===== config.mk =====
export PLATFORM = sky130hd
export DESIGN_NAME = bounded_stack_calculator
export DESIGN_NICKNAME = d
export VERILOG_FILES = /design/src/hw/rtl/bsc_pkg.sv /design/src/hw/rtl/bsc_ram.sv /design/src/hw/rtl/bounded_stack_calculator.sv
export SDC_FILE = /design/constraint.sdc
export NUM_CORES = 1
export LEC_CHECK = 0
export BUFFER_PORTS_ARGS = -buffer_cell sky130_fd_sc_hd__buf_2
export CAP_MARGIN = 20
export CORE_MARGIN = 2
export CORE_UTILIZATION = 52
export CTS_CLUSTER_SIZE = 40
export DETAILED_ROUTE_END_ITERATION = 7
export GPL_ROUTABILITY_DRIVEN = 0
export MAX_ROUTING_LAYER = met4
export PLACE_DENSITY = 0.75
export SLEW_MARGIN = 10
export SYNTH_ARGS = -nofsm -noshare
export SYNTH_HDL_FRONTEND = slang
export SYNTH_SLANG_ARGS = --single-unit

===== constraint.sdc =====
create_clock -name clk -period 7 [get_ports clk]
set_input_delay 0.35 -clock clk [delete_from_list [all_inputs] [get_ports clk]]
set_output_delay 0.35 -clock clk [all_outputs]
set_load 0.05 [all_outputs]

===== src/hw/rtl/bsc_pkg.sv =====
`timescale 1ns / 1ps
// ----------------------------------------------------------------------------
// bsc_pkg
// Shared constants and codes for the bounded stack calculator.
// ----------------------------------------------------------------------------
package bsc_pkg;

  localparam int STACK_DEPTH = 8;
  localparam int PTR_W       = $clog2(STACK_DEPTH);
  localparam int CNT_W       = $clog2(STACK_DEPTH + 1);

  localparam int VAL_W       = 32;
  localparam int FRAC_W      = 16;
  localparam int DEPTH_W     = 4;

  // Iteration counts of the shared adder
  localparam int MUL_STEPS   = VAL_W;
  localparam int DIV_STEPS   = VAL_W + FRAC_W;
  localparam int STEP_W      = $clog2(DIV_STEPS);

  // Stream payload widths, padded to whole bytes
  localparam int IN_W        = 40;
  localparam int OUT_W       = 40;

  typedef enum logic [2:0] {
    OP_PUSH = 3'd0,
    OP_POP  = 3'd1,
    OP_ADD  = 3'd2,
    OP_SUB  = 3'd3,
    OP_MUL  = 3'd4,
    OP_DIV  = 3'd5
  } op_t;

  typedef enum logic [1:0] {
    ST_DONE  = 2'd0,
    ST_FULL  = 2'd1,
    ST_EMPTY = 2'd2,
    ST_DIVZ  = 2'd3
  } status_t;

endpackage


===== src/hw/rtl/bsc_ram.sv =====
`timescale 1ns / 1ps
// ----------------------------------------------------------------------------
// bsc_ram
// Generic single-write, single-read RAM with registered read data.
// ----------------------------------------------------------------------------
module bsc_ram #(
  parameter int WIDTH  = 32,
  parameter int DEPTH  = 8,
  parameter int ADDR_W = (DEPTH > 1) ? $clog2(DEPTH) : 1
) (
  input  logic              clk,
  input  logic              wr_en,
  input  logic [ADDR_W-1:0] wr_addr,
  input  logic [WIDTH-1:0]  wr_data,
  input  logic              rd_en,
  input  logic [ADDR_W-1:0] rd_addr,
  output logic [WIDTH-1:0]  rd_data
);

  logic [WIDTH-1:0] mem [DEPTH];

  always_ff @(posedge clk) begin
    if (wr_en) begin
      mem[wr_addr] <= wr_data;
    end
    if (rd_en) begin
      rd_data <= mem[rd_addr];
    end
  end

endmodule


===== src/hw/rtl/bounded_stack_calculator.sv =====
`timescale 1ns / 1ps
// ----------------------------------------------------------------------------
// bounded_stack_calculator
// Bounded Q16.16 value stack with push, pop, add, sub, mul and div commands.
// ----------------------------------------------------------------------------
// Usage:
//   Commands enter on the in_ stream; each command returns exactly one
//   result transaction on the out_ stream (status, saturated, depth, top).
//   The block takes one command at a time: in_tready is high only while the
//   sequencer is idle. States from accept to result register:
//     push, pop to an empty stack, failures, unknown op: EXEC DONE
//     pop exposing an older entry (stack RAM read): EXEC POPRD DONE
//     add, sub: EXEC SAT DONE
//     mul (32 steps of the shared 33-bit adder): EXEC MUL FIX RND SAT DONE
//     div (48 restoring steps of the same adder): EXEC DIV FIX SAT DONE
//   The shared adder sets the throughput of mul and div.
//   One result is held in the output register; the next command is accepted
//   while it waits. If that next result is ready before out_tready, the
//   sequencer holds it and stays busy.
//   Reset (rst_n low, synchronous) empties the stack and drops any pending
//   result; stack RAM contents are not cleared.
// ----------------------------------------------------------------------------
module bounded_stack_calculator (
  input  logic                     clk,
  input  logic                     rst_n,
  input  logic                     in_tvalid,
  output logic                     in_tready,
  input  logic [bsc_pkg::IN_W-1:0] in_tdata,   // op[2:0], operand[34:3]
  output logic                     out_tvalid,
  input  logic                     out_tready,
  output logic [bsc_pkg::OUT_W-1:0] out_tdata  // status[1:0], saturated[2],
                                               // depth[6:3], top_value[38:7]
);

  import bsc_pkg::*;

  typedef enum logic [8:0] {
    S_IDLE  = 9'b000000001,
    S_EXEC  = 9'b000000010,
    S_MUL   = 9'b000000100,
    S_DIV   = 9'b000001000,
    S_FIX   = 9'b000010000,
    S_RND   = 9'b000100000,
    S_SAT   = 9'b001000000,
    S_POPRD = 9'b010000000,
    S_DONE  = 9'b100000000
  } state_t;

  localparam logic signed [64:0] Q_MAX = 65'sd2147483647;
  localparam logic signed [64:0] Q_MIN = -65'sd2147483648;
  localparam logic signed [64:0] Q_HALF = 65'sd32768;

  state_t                state_r, state_nxt;
  logic [2:0]            op_r, op_nxt;
  logic [VAL_W-1:0]      opd_r, opd_nxt;
  logic [CNT_W-1:0]      cnt_r, cnt_nxt;
  logic [VAL_W-1:0]      top_r, top_nxt;
  logic [VAL_W-1:0]      mag_r, mag_nxt;     // |a| for mul, |b| for div
  logic                  neg_r, neg_nxt;
  logic [VAL_W-1:0]      hi_r, hi_nxt;       // product high half / remainder
  logic [DIV_STEPS-1:0]  lo_r, lo_nxt;       // multiplier / quotient
  logic [STEP_W-1:0]     step_r, step_nxt;
  logic signed [64:0]    fix_r, fix_nxt;
  logic [1:0]            status_r, status_nxt;
  logic                  sat_r, sat_nxt;

  logic                  out_valid_r, out_valid_nxt;
  logic [1:0]            out_status_r, out_status_nxt;
  logic                  out_sat_r, out_sat_nxt;
  logic [DEPTH_W-1:0]    out_depth_r, out_depth_nxt;
  logic [VAL_W-1:0]      out_top_r, out_top_nxt;

  // shared adder
  logic [VAL_W:0]        add_x, add_y, add_s;
  logic                  add_sub;

  logic                  ram_we, ram_re;
  logic [PTR_W-1:0]      ram_waddr, ram_raddr;
  logic [VAL_W-1:0]      ram_wdata, ram_rdata;

  logic [CNT_W-1:0]      cnt_m1, cnt_m2;
  logic [CNT_W+DEPTH_W-1:0] cnt_ext;
  logic [VAL_W-1:0]      top_mag, opd_mag;
  logic [64:0]           fix_ext;
  logic                  qbit;
  logic                  in_fire;

  bsc_ram #(
    .WIDTH (VAL_W),
    .DEPTH (STACK_DEPTH)
  ) u_stack_ram (
    .clk     (clk),
    .wr_en   (ram_we),
    .wr_addr (ram_waddr),
    .wr_data (ram_wdata),
    .rd_en   (ram_re),
    .rd_addr (ram_raddr),
    .rd_data (ram_rdata)
  );

  assign in_tready = (state_r == S_IDLE);
  assign in_fire   = in_tvalid && in_tready;

  assign out_tvalid = out_valid_r;
  assign out_tdata  = {1'b0, out_top_r, out_depth_r, out_sat_r, out_status_r};

  assign cnt_m1  = cnt_r - CNT_W'(1);
  assign cnt_m2  = cnt_r - CNT_W'(2);
  assign top_mag = top_r[VAL_W-1] ? (~top_r + VAL_W'(1)) : top_r;
  assign opd_mag = opd_r[VAL_W-1] ? (~opd_r + VAL_W'(1)) : opd_r;
  assign add_s   = add_x + (add_sub ? ~add_y : add_y) + {{VAL_W{1'b0}}, add_sub};
  assign qbit    = ~add_s[VAL_W];

  // Adder operand selection
  always_comb begin
    add_x   = {top_r[VAL_W-1], top_r};
    add_y   = {opd_r[VAL_W-1], opd_r};
    add_sub = (op_r == OP_SUB);
    case (state_r)
      S_MUL: begin
        add_x   = {1'b0, hi_r};
        add_y   = lo_r[0] ? {1'b0, mag_r} : '0;
        add_sub = 1'b0;
      end
      S_DIV: begin
        add_x   = {hi_r, lo_r[DIV_STEPS-1]};
        add_y   = {1'b0, mag_r};
        add_sub = 1'b1;
      end
      default: ;
    endcase
  end

  always_comb begin
    if (op_r == OP_MUL) begin
      fix_ext = {1'b0, hi_r, lo_r[VAL_W-1:0]};
    end else begin
      fix_ext = {{(65 - DIV_STEPS){1'b0}}, lo_r};
    end
  end

  always_comb begin
    state_nxt  = state_r;
    op_nxt     = op_r;
    opd_nxt    = opd_r;
    cnt_nxt    = cnt_r;
    top_nxt    = top_r;
    mag_nxt    = mag_r;
    neg_nxt    = neg_r;
    hi_nxt     = hi_r;
    lo_nxt     = lo_r;
    step_nxt   = step_r;
    fix_nxt    = fix_r;
    status_nxt = status_r;
    sat_nxt    = sat_r;
    ram_we     = 1'b0;
    ram_waddr  = cnt_r[PTR_W-1:0];
    ram_wdata  = opd_r;
    ram_re     = 1'b0;
    ram_raddr  = cnt_m2[PTR_W-1:0];

    out_valid_nxt  = out_valid_r && !out_tready;
    out_status_nxt = out_status_r;
    out_sat_nxt    = out_sat_r;
    out_depth_nxt  = out_depth_r;
    out_top_nxt    = out_top_r;
    cnt_ext        = {{DEPTH_W{1'b0}}, cnt_r};

    case (state_r)
      S_IDLE: begin
        if (in_fire) begin
          op_nxt    = in_tdata[2:0];
          opd_nxt   = in_tdata[VAL_W+2:3];
          state_nxt = S_EXEC;
        end
      end

      S_EXEC: begin
        status_nxt = ST_DONE;
        sat_nxt    = 1'b0;
        state_nxt  = S_DONE;
        case (op_r)
          OP_PUSH: begin
            if (cnt_r == CNT_W'(STACK_DEPTH)) begin
              status_nxt = ST_FULL;
            end else begin
              ram_we  = 1'b1;
              top_nxt = opd_r;
              cnt_nxt = cnt_r + CNT_W'(1);
            end
          end
          OP_POP: begin
            if (cnt_r == '0) begin
              status_nxt = ST_EMPTY;
            end else begin
              cnt_nxt = cnt_m1;
              if (cnt_r > CNT_W'(1)) begin
                ram_re    = 1'b1;
                state_nxt = S_POPRD;
              end
            end
          end
          OP_ADD, OP_SUB, OP_MUL, OP_DIV: begin
            if (cnt_r == '0) begin
              status_nxt = ST_EMPTY;
            end else if (cnt_r == CNT_W'(STACK_DEPTH)) begin
              status_nxt = ST_FULL;
            end else if (op_r == OP_DIV && opd_r == '0) begin
              status_nxt = ST_DIVZ;
            end else if (op_r == OP_MUL) begin
              mag_nxt   = top_mag;
              neg_nxt   = top_r[VAL_W-1] ^ opd_r[VAL_W-1];
              hi_nxt    = '0;
              lo_nxt    = {{FRAC_W{1'b0}}, opd_mag};
              step_nxt  = STEP_W'(MUL_STEPS - 1);
              state_nxt = S_MUL;
            end else if (op_r == OP_DIV) begin
              mag_nxt   = opd_mag;
              neg_nxt   = top_r[VAL_W-1] ^ opd_r[VAL_W-1];
              hi_nxt    = '0;
              lo_nxt    = {top_mag, {FRAC_W{1'b0}}};
              step_nxt  = STEP_W'(DIV_STEPS - 1);
              state_nxt = S_DIV;
            end else begin
              fix_nxt   = {{(65 - VAL_W - 1){add_s[VAL_W]}}, add_s};
              state_nxt = S_SAT;
            end
          end
          default: ;
        endcase
      end

      S_MUL: begin
        // shift-add: fold the adder carry into the product
        hi_nxt   = add_s[VAL_W:1];
        lo_nxt   = {{FRAC_W{1'b0}}, add_s[0], lo_r[VAL_W-1:1]};
        step_nxt = step_r - STEP_W'(1);
        if (step_r == '0) begin
          state_nxt = S_FIX;
        end
      end

      S_DIV: begin
        // restoring step, one quotient bit
        hi_nxt   = qbit ? add_s[VAL_W-1:0] : {hi_r[VAL_W-2:0], lo_r[DIV_STEPS-1]};
        lo_nxt   = {lo_r[DIV_STEPS-2:0], qbit};
        step_nxt = step_r - STEP_W'(1);
        if (step_r == '0) begin
          state_nxt = S_FIX;
        end
      end

      S_FIX: begin
        fix_nxt   = neg_r ? signed'(~fix_ext + 65'd1) : signed'(fix_ext);
        state_nxt = (op_r == OP_MUL) ? S_RND : S_SAT;
      end

      S_RND: begin
        // round to nearest, ties toward plus infinity
        fix_nxt   = (fix_r + Q_HALF) >>> FRAC_W;
        state_nxt = S_SAT;
      end

      S_SAT: begin
        ram_we    = 1'b1;
        ram_waddr = cnt_m1[PTR_W-1:0];
        if (fix_r > Q_MAX) begin
          ram_wdata = Q_MAX[VAL_W-1:0];
          sat_nxt   = 1'b1;
        end else if (fix_r < Q_MIN) begin
          ram_wdata = Q_MIN[VAL_W-1:0];
          sat_nxt   = 1'b1;
        end else begin
          ram_wdata = fix_r[VAL_W-1:0];
        end
        top_nxt   = ram_wdata;
        state_nxt = S_DONE;
      end

      S_POPRD: begin
        top_nxt   = ram_rdata;
        state_nxt = S_DONE;
      end

      S_DONE: begin
        if (!out_valid_r || out_tready) begin
          out_valid_nxt  = 1'b1;
          out_status_nxt = status_r;
          out_sat_nxt    = sat_r;
          out_depth_nxt  = cnt_ext[DEPTH_W-1:0];
          out_top_nxt    = (cnt_r == '0) ? '0 : top_r;
          state_nxt      = S_IDLE;
        end
      end

      default: begin
        state_nxt = S_IDLE;
      end
    endcase
  end

  always_ff @(posedge clk) begin
    if (!rst_n) begin
      state_r     <= S_IDLE;
      cnt_r       <= '0;
      out_valid_r <= 1'b0;
    end else begin
      state_r     <= state_nxt;
      cnt_r       <= cnt_nxt;
      out_valid_r <= out_valid_nxt;
    end
  end

  always_ff @(posedge clk) begin
    op_r         <= op_nxt;
    opd_r        <= opd_nxt;
    top_r        <= top_nxt;
    mag_r        <= mag_nxt;
    neg_r        <= neg_nxt;
    hi_r         <= hi_nxt;
    lo_r         <= lo_nxt;
    step_r       <= step_nxt;
    fix_r        <= fix_nxt;
    status_r     <= status_nxt;
    sat_r        <= sat_nxt;
    out_status_r <= out_status_nxt;
    out_sat_r    <= out_sat_nxt;
    out_depth_r  <= out_depth_nxt;
    out_top_r    <= out_top_nxt;
  end

endmodule

==> out/results.ini, run 1 <==
[run_status]
outcome=finished, final reports clean

[job]
maxCapViolCount=0

[min_path]
hold_class=input port to flip-flop

[detailed_routing]
drtIter0Drc=3602
drt_pre_antenna_iters=7
drc=0
finalWirelength_um=92500
ant_nets=0
wire_per_inst_um=26.4
vias=23473
vias_per_cell=6.70

[pwr]
netSwitchingFraction=0.247
p_leak_uw=0.0119
power.density_mw_per_mm2=227
internal_power_uw=5960
p_seq_frac=0.508
pwr-share-comb=0.102
irDropWorstVdd_mv=0.260
p_sw_uw=1950
total_power_uw=7920
clock_power_share=0.390

[place]
port_buffers=79
placed_cells=3347
place_hpwl_um=63300

[setup_path]
critPathArrivalTime_ps=6760
cp_max_fo=33
crit_top_cell=buf_4
cp-endpoint=hi_r[24]
crit_chain=nor3_1, and2_1, nand2_1, o21ai_2, buf_4, a22oi_1, xor2_1, ha_1, and3_1, a221o_1, a31o_2, o211a_1, o2111ai_1, buf_4, and3_2, mux2_2, o22ai_1
r2r_cells=17
worstSetupPathType=flip-flop to flip-flop
max_stage_delay_ps=820
start_kind=flip-flop
r2r_setup_slack_ps=710
critPathSlowestCell=and3_2
required_ps=7470
end_kind=flip-flop
crit_start=state_r[6]
r2r-start=state_r[6]
r2r-end=hi_r[24]

[yosys]
netlist_area_mm2=0.0313
ys_seq_area_frac=0.566
synth.top_cell.area_share=0.557
ys.flop_type=edfxtp_1
synth.area.top_cells=edfxtp_1 56%, mux4_2 4.6%, xor2_1 3.8%, o21ai_0 3.5%, nand2_1 3.3%
synthCells=2605
synth_commonest_cells=581 x edfxtp_1, 271 x nand2_1, 216 x o21ai_0, 135 x xor2_1, 130 x clkbuf_1
synth_top_cell_by_area=edfxtp_1
synth.yosys.warnings=0
ys_ff_latch=595
synth_edf_count=581
async_flop_share=0
synth_area_per_cell_um2=12.0
synth.most_common_cell=edfxtp_1
syn_nets=2695
yosysUniqueCellTypes=80

[sta]
rsz0062_at_grt=no
worstMarginPinSlew_ps=1110
fin_crit_sh=0.898
hold_viol=0
final.setup_skew_ps=39.4
slew_headroom=0.254
finalCriticalPeriod_ps=6290
fin_tns_setup_ps=0
fmax_mhz=159
setup_viol=0
report.final.slew_viol_count=0
fin_hold_ws_ps=88.7

[global_route]
grt_max_degree=101
grt_usage=0.300
overflow=0
grt_pass1_wl_um=137000
grt_pass1_vias=22215
antenna_found_initial=3

[final_layout]
final_nets=2766
post-route-util=0.589
final_cells=3502
drive_gt1_frac=0.134
syn_to_final_growth_pct=11.5

[clock_tree]
cts_root_buf=clkbuf_16
cts_tree=yes
h-tree-depth=2
postCtsSetupRepairBufs=0
numClockSinks=595
clkTransAtPathRegs_ps=60
insertion_delay_ps=650
cts_made_buffers=59
clockBufferDepth=3

[floorplan]
dieHeight_um=249
io_pins=86
die_w_um=249
core_area_mm2=0.0592
num_rows=89
dieArea_mm2=0.0622
initial_core_util=0.528

cell families after synthesis:
family | Yosys count | share of synthesized area
AOI/OAI and AO/OA | 692 | 0.142
xor gates and xnor gates | 222 | 0.0621
adders and majority gates | 46 | 0.0186
buffers and inverters | 199 | 0.0243
DFF | 595 | 0.566
muxes | 161 | 0.0785
other | 1 | 0.000120
and+or+nand+nor | 689 | 0.108
registers in the layout, summed over array words and instances, names as in the netlist, 3 cells and up:
signal and flops:
u_stack_ram.mem 256, fix_r 65, lo_r 48, hi_r 32, mag_r 32, opd_r 32, out_top_r 32, top_r 32
u_stack_ram.rd_data 32, state_r 9, step_r 6, cnt_r 4, out_depth_r 4, op_r 3
worst min-delay path by stage:
stage | startpoint | slack (ps) | to | depth (start not counted)
global placement | status_r[1] | 410 | out_status_r[1] | 0
detailed placement | status_r[1] | 410 | out_status_r[1] | 0
finish | in_tvalid | 90 | state_r[1] | 3
floorplan | sat_r | 400 | out_sat_r | 0
global route | in_tvalid | 90 | state_r[1] | 3
CTS | in_tvalid | 60 | state_r[1] | 3
cell usage in the layout (no fill, tap or decap), types with 16 or more instances in the layout:
cell type	n
nand2_1	271
nor2_1	114
nor4_1	16
dlygate4sd3_1	36
nand4_1	22
nor2b_1	37
a22oi_1	127
or3_1	28
buf_4	46
mux2i_1	61
xnor2_1	87
o21ai_0	214
a21o_1	28
or4_1	18
xor2_1	135
inv_1	41
clkbuf_16	59
mux4_2	64
o22ai_1	26
mux2_2	36
nand2b_1	18
o31ai_1	29
nor3_1	37
a21oi_1	115
nand3_1	37
edfxtp_1	581
ha_1	45
buf_2	79
per-stage QoR:
| stage | worst slack [ps] | instance area, um2 |
|---|---|---|
| floorplan | 94.7 | 31300 |
| global placement | 1080 | 32600 |
| detailed placement | 847 | 32600 |
| CTS | 815 | 34800 |
| finish | 712 | 34900 |
| global route | 512 | 34900 |
layer usage:
metal,share of wire,global-route usage,vias to the layer above
met4,0.046,0.134,0
met2,0.45,0.450,1673
li1,-,-,10178
met3,0.13,0.0643,276
met1,0.37,0.393,11346
met5,0,-,-
cell type report:
type	instances	area, um2
Fill cell	4590	24400
Inverter	42	158
Clock inverter	38	345
Multi-Input combinational cell	1811	13000
Timing Repair Buffer	167	1190
Tap cell	773	967
Sequential cell	595	17700
Clock buffer	72	1530
Antenna cell	4	10.0
worst max-delay path: cells and delay by family, from the launching register on:
family	cells	cell delay, ps
AND/OR/NAND/NOR	5	1890
multiplexers	1	410
XOR/XNOR	1	260
adder cells (fa/ha/maj)	1	380
buffers and inverters	2	580
AO/OA/AOI/OAI	7	2170
flip-flops	1	390
power groups by stage:
stage | sequential [uW] | clock, uW | combinational (uW)
floorplan | 4060 | 0 | 535
global placement | 4090 | 0 | 730
detailed placement | 4090 | 0 | 752
CTS | 4020 | 3110 | 775
global route | 4020 | 3250 | 863
finish | 4020 | 3090 | 810
what timing repair did:
item                      in CTS  in global routing
hold buffers                  36                  0
gates resized for setup        0                  0
hold endpoints to repair      38                  0
(Power assumes the default switching activity.)
==> run 2: changes to the inputs <==
CORE_MARGIN = 10   (was 2)
CTS_BUF_LIST = sky130_fd_sc_hd__clkbuf_2   (was not set)
==> run 2 against run 1 <==
  * First-iteration DRC count is 6.6% higher
  * Largest cell class unchanged
  * Sequential share of layout area increased by 0.089 points
  * Critical path type unchanged
  * Sequential cell count unchanged
  * Sequential power hardly changed
  * Power is 7.5% lower
  * Fmax shrank 5.3%
  * The run now ends with DRC left
  * Critical endpoint is now fix_r[63]
  * Design area decreased by 0.18%
==> out/results.ini, run 2 (synthesized netlist as in run 1, its figures left out) <==
[pwr]
irDropWorstVdd_mv=0.174
netSwitchingFraction=0.284
p_leak_uw=0.0122
power.density_mw_per_mm2=210
p_sw_uw=2080
clock_power_share=0.338
p_seq_frac=0.548
pwr-share-comb=0.114
internal_power_uw=5250

[place]
place_hpwl_um=65500
port_buffers=79

[setup_path]
r2r-end=fix_r[63]
crit_start=state_r[6]
start_kind=flip-flop
cp_max_fo=20
critPathArrivalTime_ps=7720
end_kind=flip-flop
r2r-start=state_r[6]
worstSetupPathType=flip-flop to flip-flop
r2r_cells=18
required_ps=8080
r2r_setup_slack_ps=360

[clock_tree]
numClockSinks=595
hold_buffers=76
cts_root_buf=clkbuf_2
cts_tree=yes
cts_made_buffers=152
clkTransAtPathRegs_ps=110
cts-resized-gates=0
clockBufferDepth=3
postCtsSetupRepairBufs=0
h-tree-depth=4
insertion_delay_ps=1370

[sta]
fin_crit_sh=0.948
hold_viol=0
worstMarginPinSlew_ps=1170
setup_viol=0
finalCriticalPeriod_ps=6640
slew_headroom=0.219
fin_tns_setup_ps=0
fin_hold_ws_ps=224
final.setup_skew_ps=64.0
report.final.slew_viol_count=0
fmax_mhz=151
rsz0062_at_grt=no

[global_route]
grt_pass1_wl_um=144000
use_met1=0.340
grt_use_met2=0.421
grt.met3_usage=0.0746
grt_max_degree=84
grt_busiest_layer=met2
overflow=0
grt_usage=0.277
grt_pass1_vias=23665
antenna_found_initial=5

[floorplan]
io_pins=86
core_area_mm2=0.0594
dieHeight_um=265
die_w_um=265
initial_core_util=0.527
dieArea_mm2=0.0704
num_rows=89

[final_layout]
largest_register=u_stack_ram.mem
layout_commonest_cell=edfxtp_1
final_nets=2900
top_regs=u_stack_ram.mem (256), fix_r (65), lo_r (48)
syn_to_final_growth_pct=11.3
largest_reg_flops=256
drive_gt1_frac=0.178
final_cell_mix=581 x edfxtp_1, 271 x nand2_1, 222 x clkbuf_2, 214 x o21ai_0, 135 x xor2_1

[detailed_routing]
drc=2
finalWirelength_um=96300
drt_pre_antenna_iters=8
vias_per_cell=6.53
ant_nets=0
wire_per_inst_um=26.0
vias=24184
drtIter0Drc=3841

[min_path]
hold-path-cell-count=3
holdPathEnd=opd_r[31]
min-delay-start=in_tdata[34]
hold_class=input port to flip-flop

[run_status]
outcome=finished with violations
violations=DRC

[job]
maxCapViolCount=0

-- run 2: how the worst max path moves through the flow --
stage	cells past startpoint	slack, ps	to
floorplan	8	90	fix_r[0]
global placement	18	840	fix_r[63]
detailed placement	18	660	fix_r[63]
CTS	18	580	fix_r[63]
global route	20	110	fix_r[58]
finish	18	360	fix_r[63]
-- run 2: per-layer routing --
metal | part of all wire | vias up
met1 | 0.36 | 11587
li1 | - | 10510
met5 | 0 | -
met3 | 0.13 | 315
met4 | 0.051 | 0
met2 | 0.46 | 1772
-- run 2: cell type report --
cell class,count,area (um2)
Tap cell,773,967
Sequential cell,595,17700
Clock buffer,222,1110
Fill cell,4704,24500
Multi-Input combinational cell,1811,13000
Antenna cell,9,22.5
Clock inverter,46,310
Timing Repair Buffer,208,1570
Inverter,42,158
-- run 2: worst max-delay path: stages (launching register included) --
cell and delay (ps):
dfxtp_1 400, nor3_1 490, and2_1 260, nand2_1 400
o21ai_2 310, buf_4 320, a22oi_1 190, xor2_1 240
ha_1 380, nand2b_1 120, a21oi_1 110, o41a_1 480
a31o_2 340, o211a_1 310, o2111ai_1 580, nand3_1 450
a22oi_1 640, buf_4 260, o21ai_0 80
-- run 2: power by group through the flow --
stage	combinational [uW]	clock (uW)	sequential, uW
6_report	834	2480	4020
5_1_grt	889	2710	4020
4_1_cts	794	2500	4010
3_5_place_dp	755	0	4090
3_3_place_gp	729	0	4090
2_1_floorplan	535	0	4060
-- run 2: through the flow --
| step | std cells | setup WS, ps | power, uW | area (um2) | utilization |
|---|---|---|---|---|---|
| 6_report | 3706 | 362 | 7330 | 34800 | 0.587 |
| 5_1_grt | 3704 | 109 | 7610 | 34800 | 0.587 |
| 4_1_cts | 3693 | 584 | 7300 | 34800 | 0.586 |
| 3_5_place_dp | 3349 | 664 | 4850 | 32600 | 0.549 |
| 3_3_place_gp | 3349 | 841 | 4820 | 32600 | 0.549 |
| 2_1_floorplan | 2605 | 94.7 | 4600 | 31300 | - |
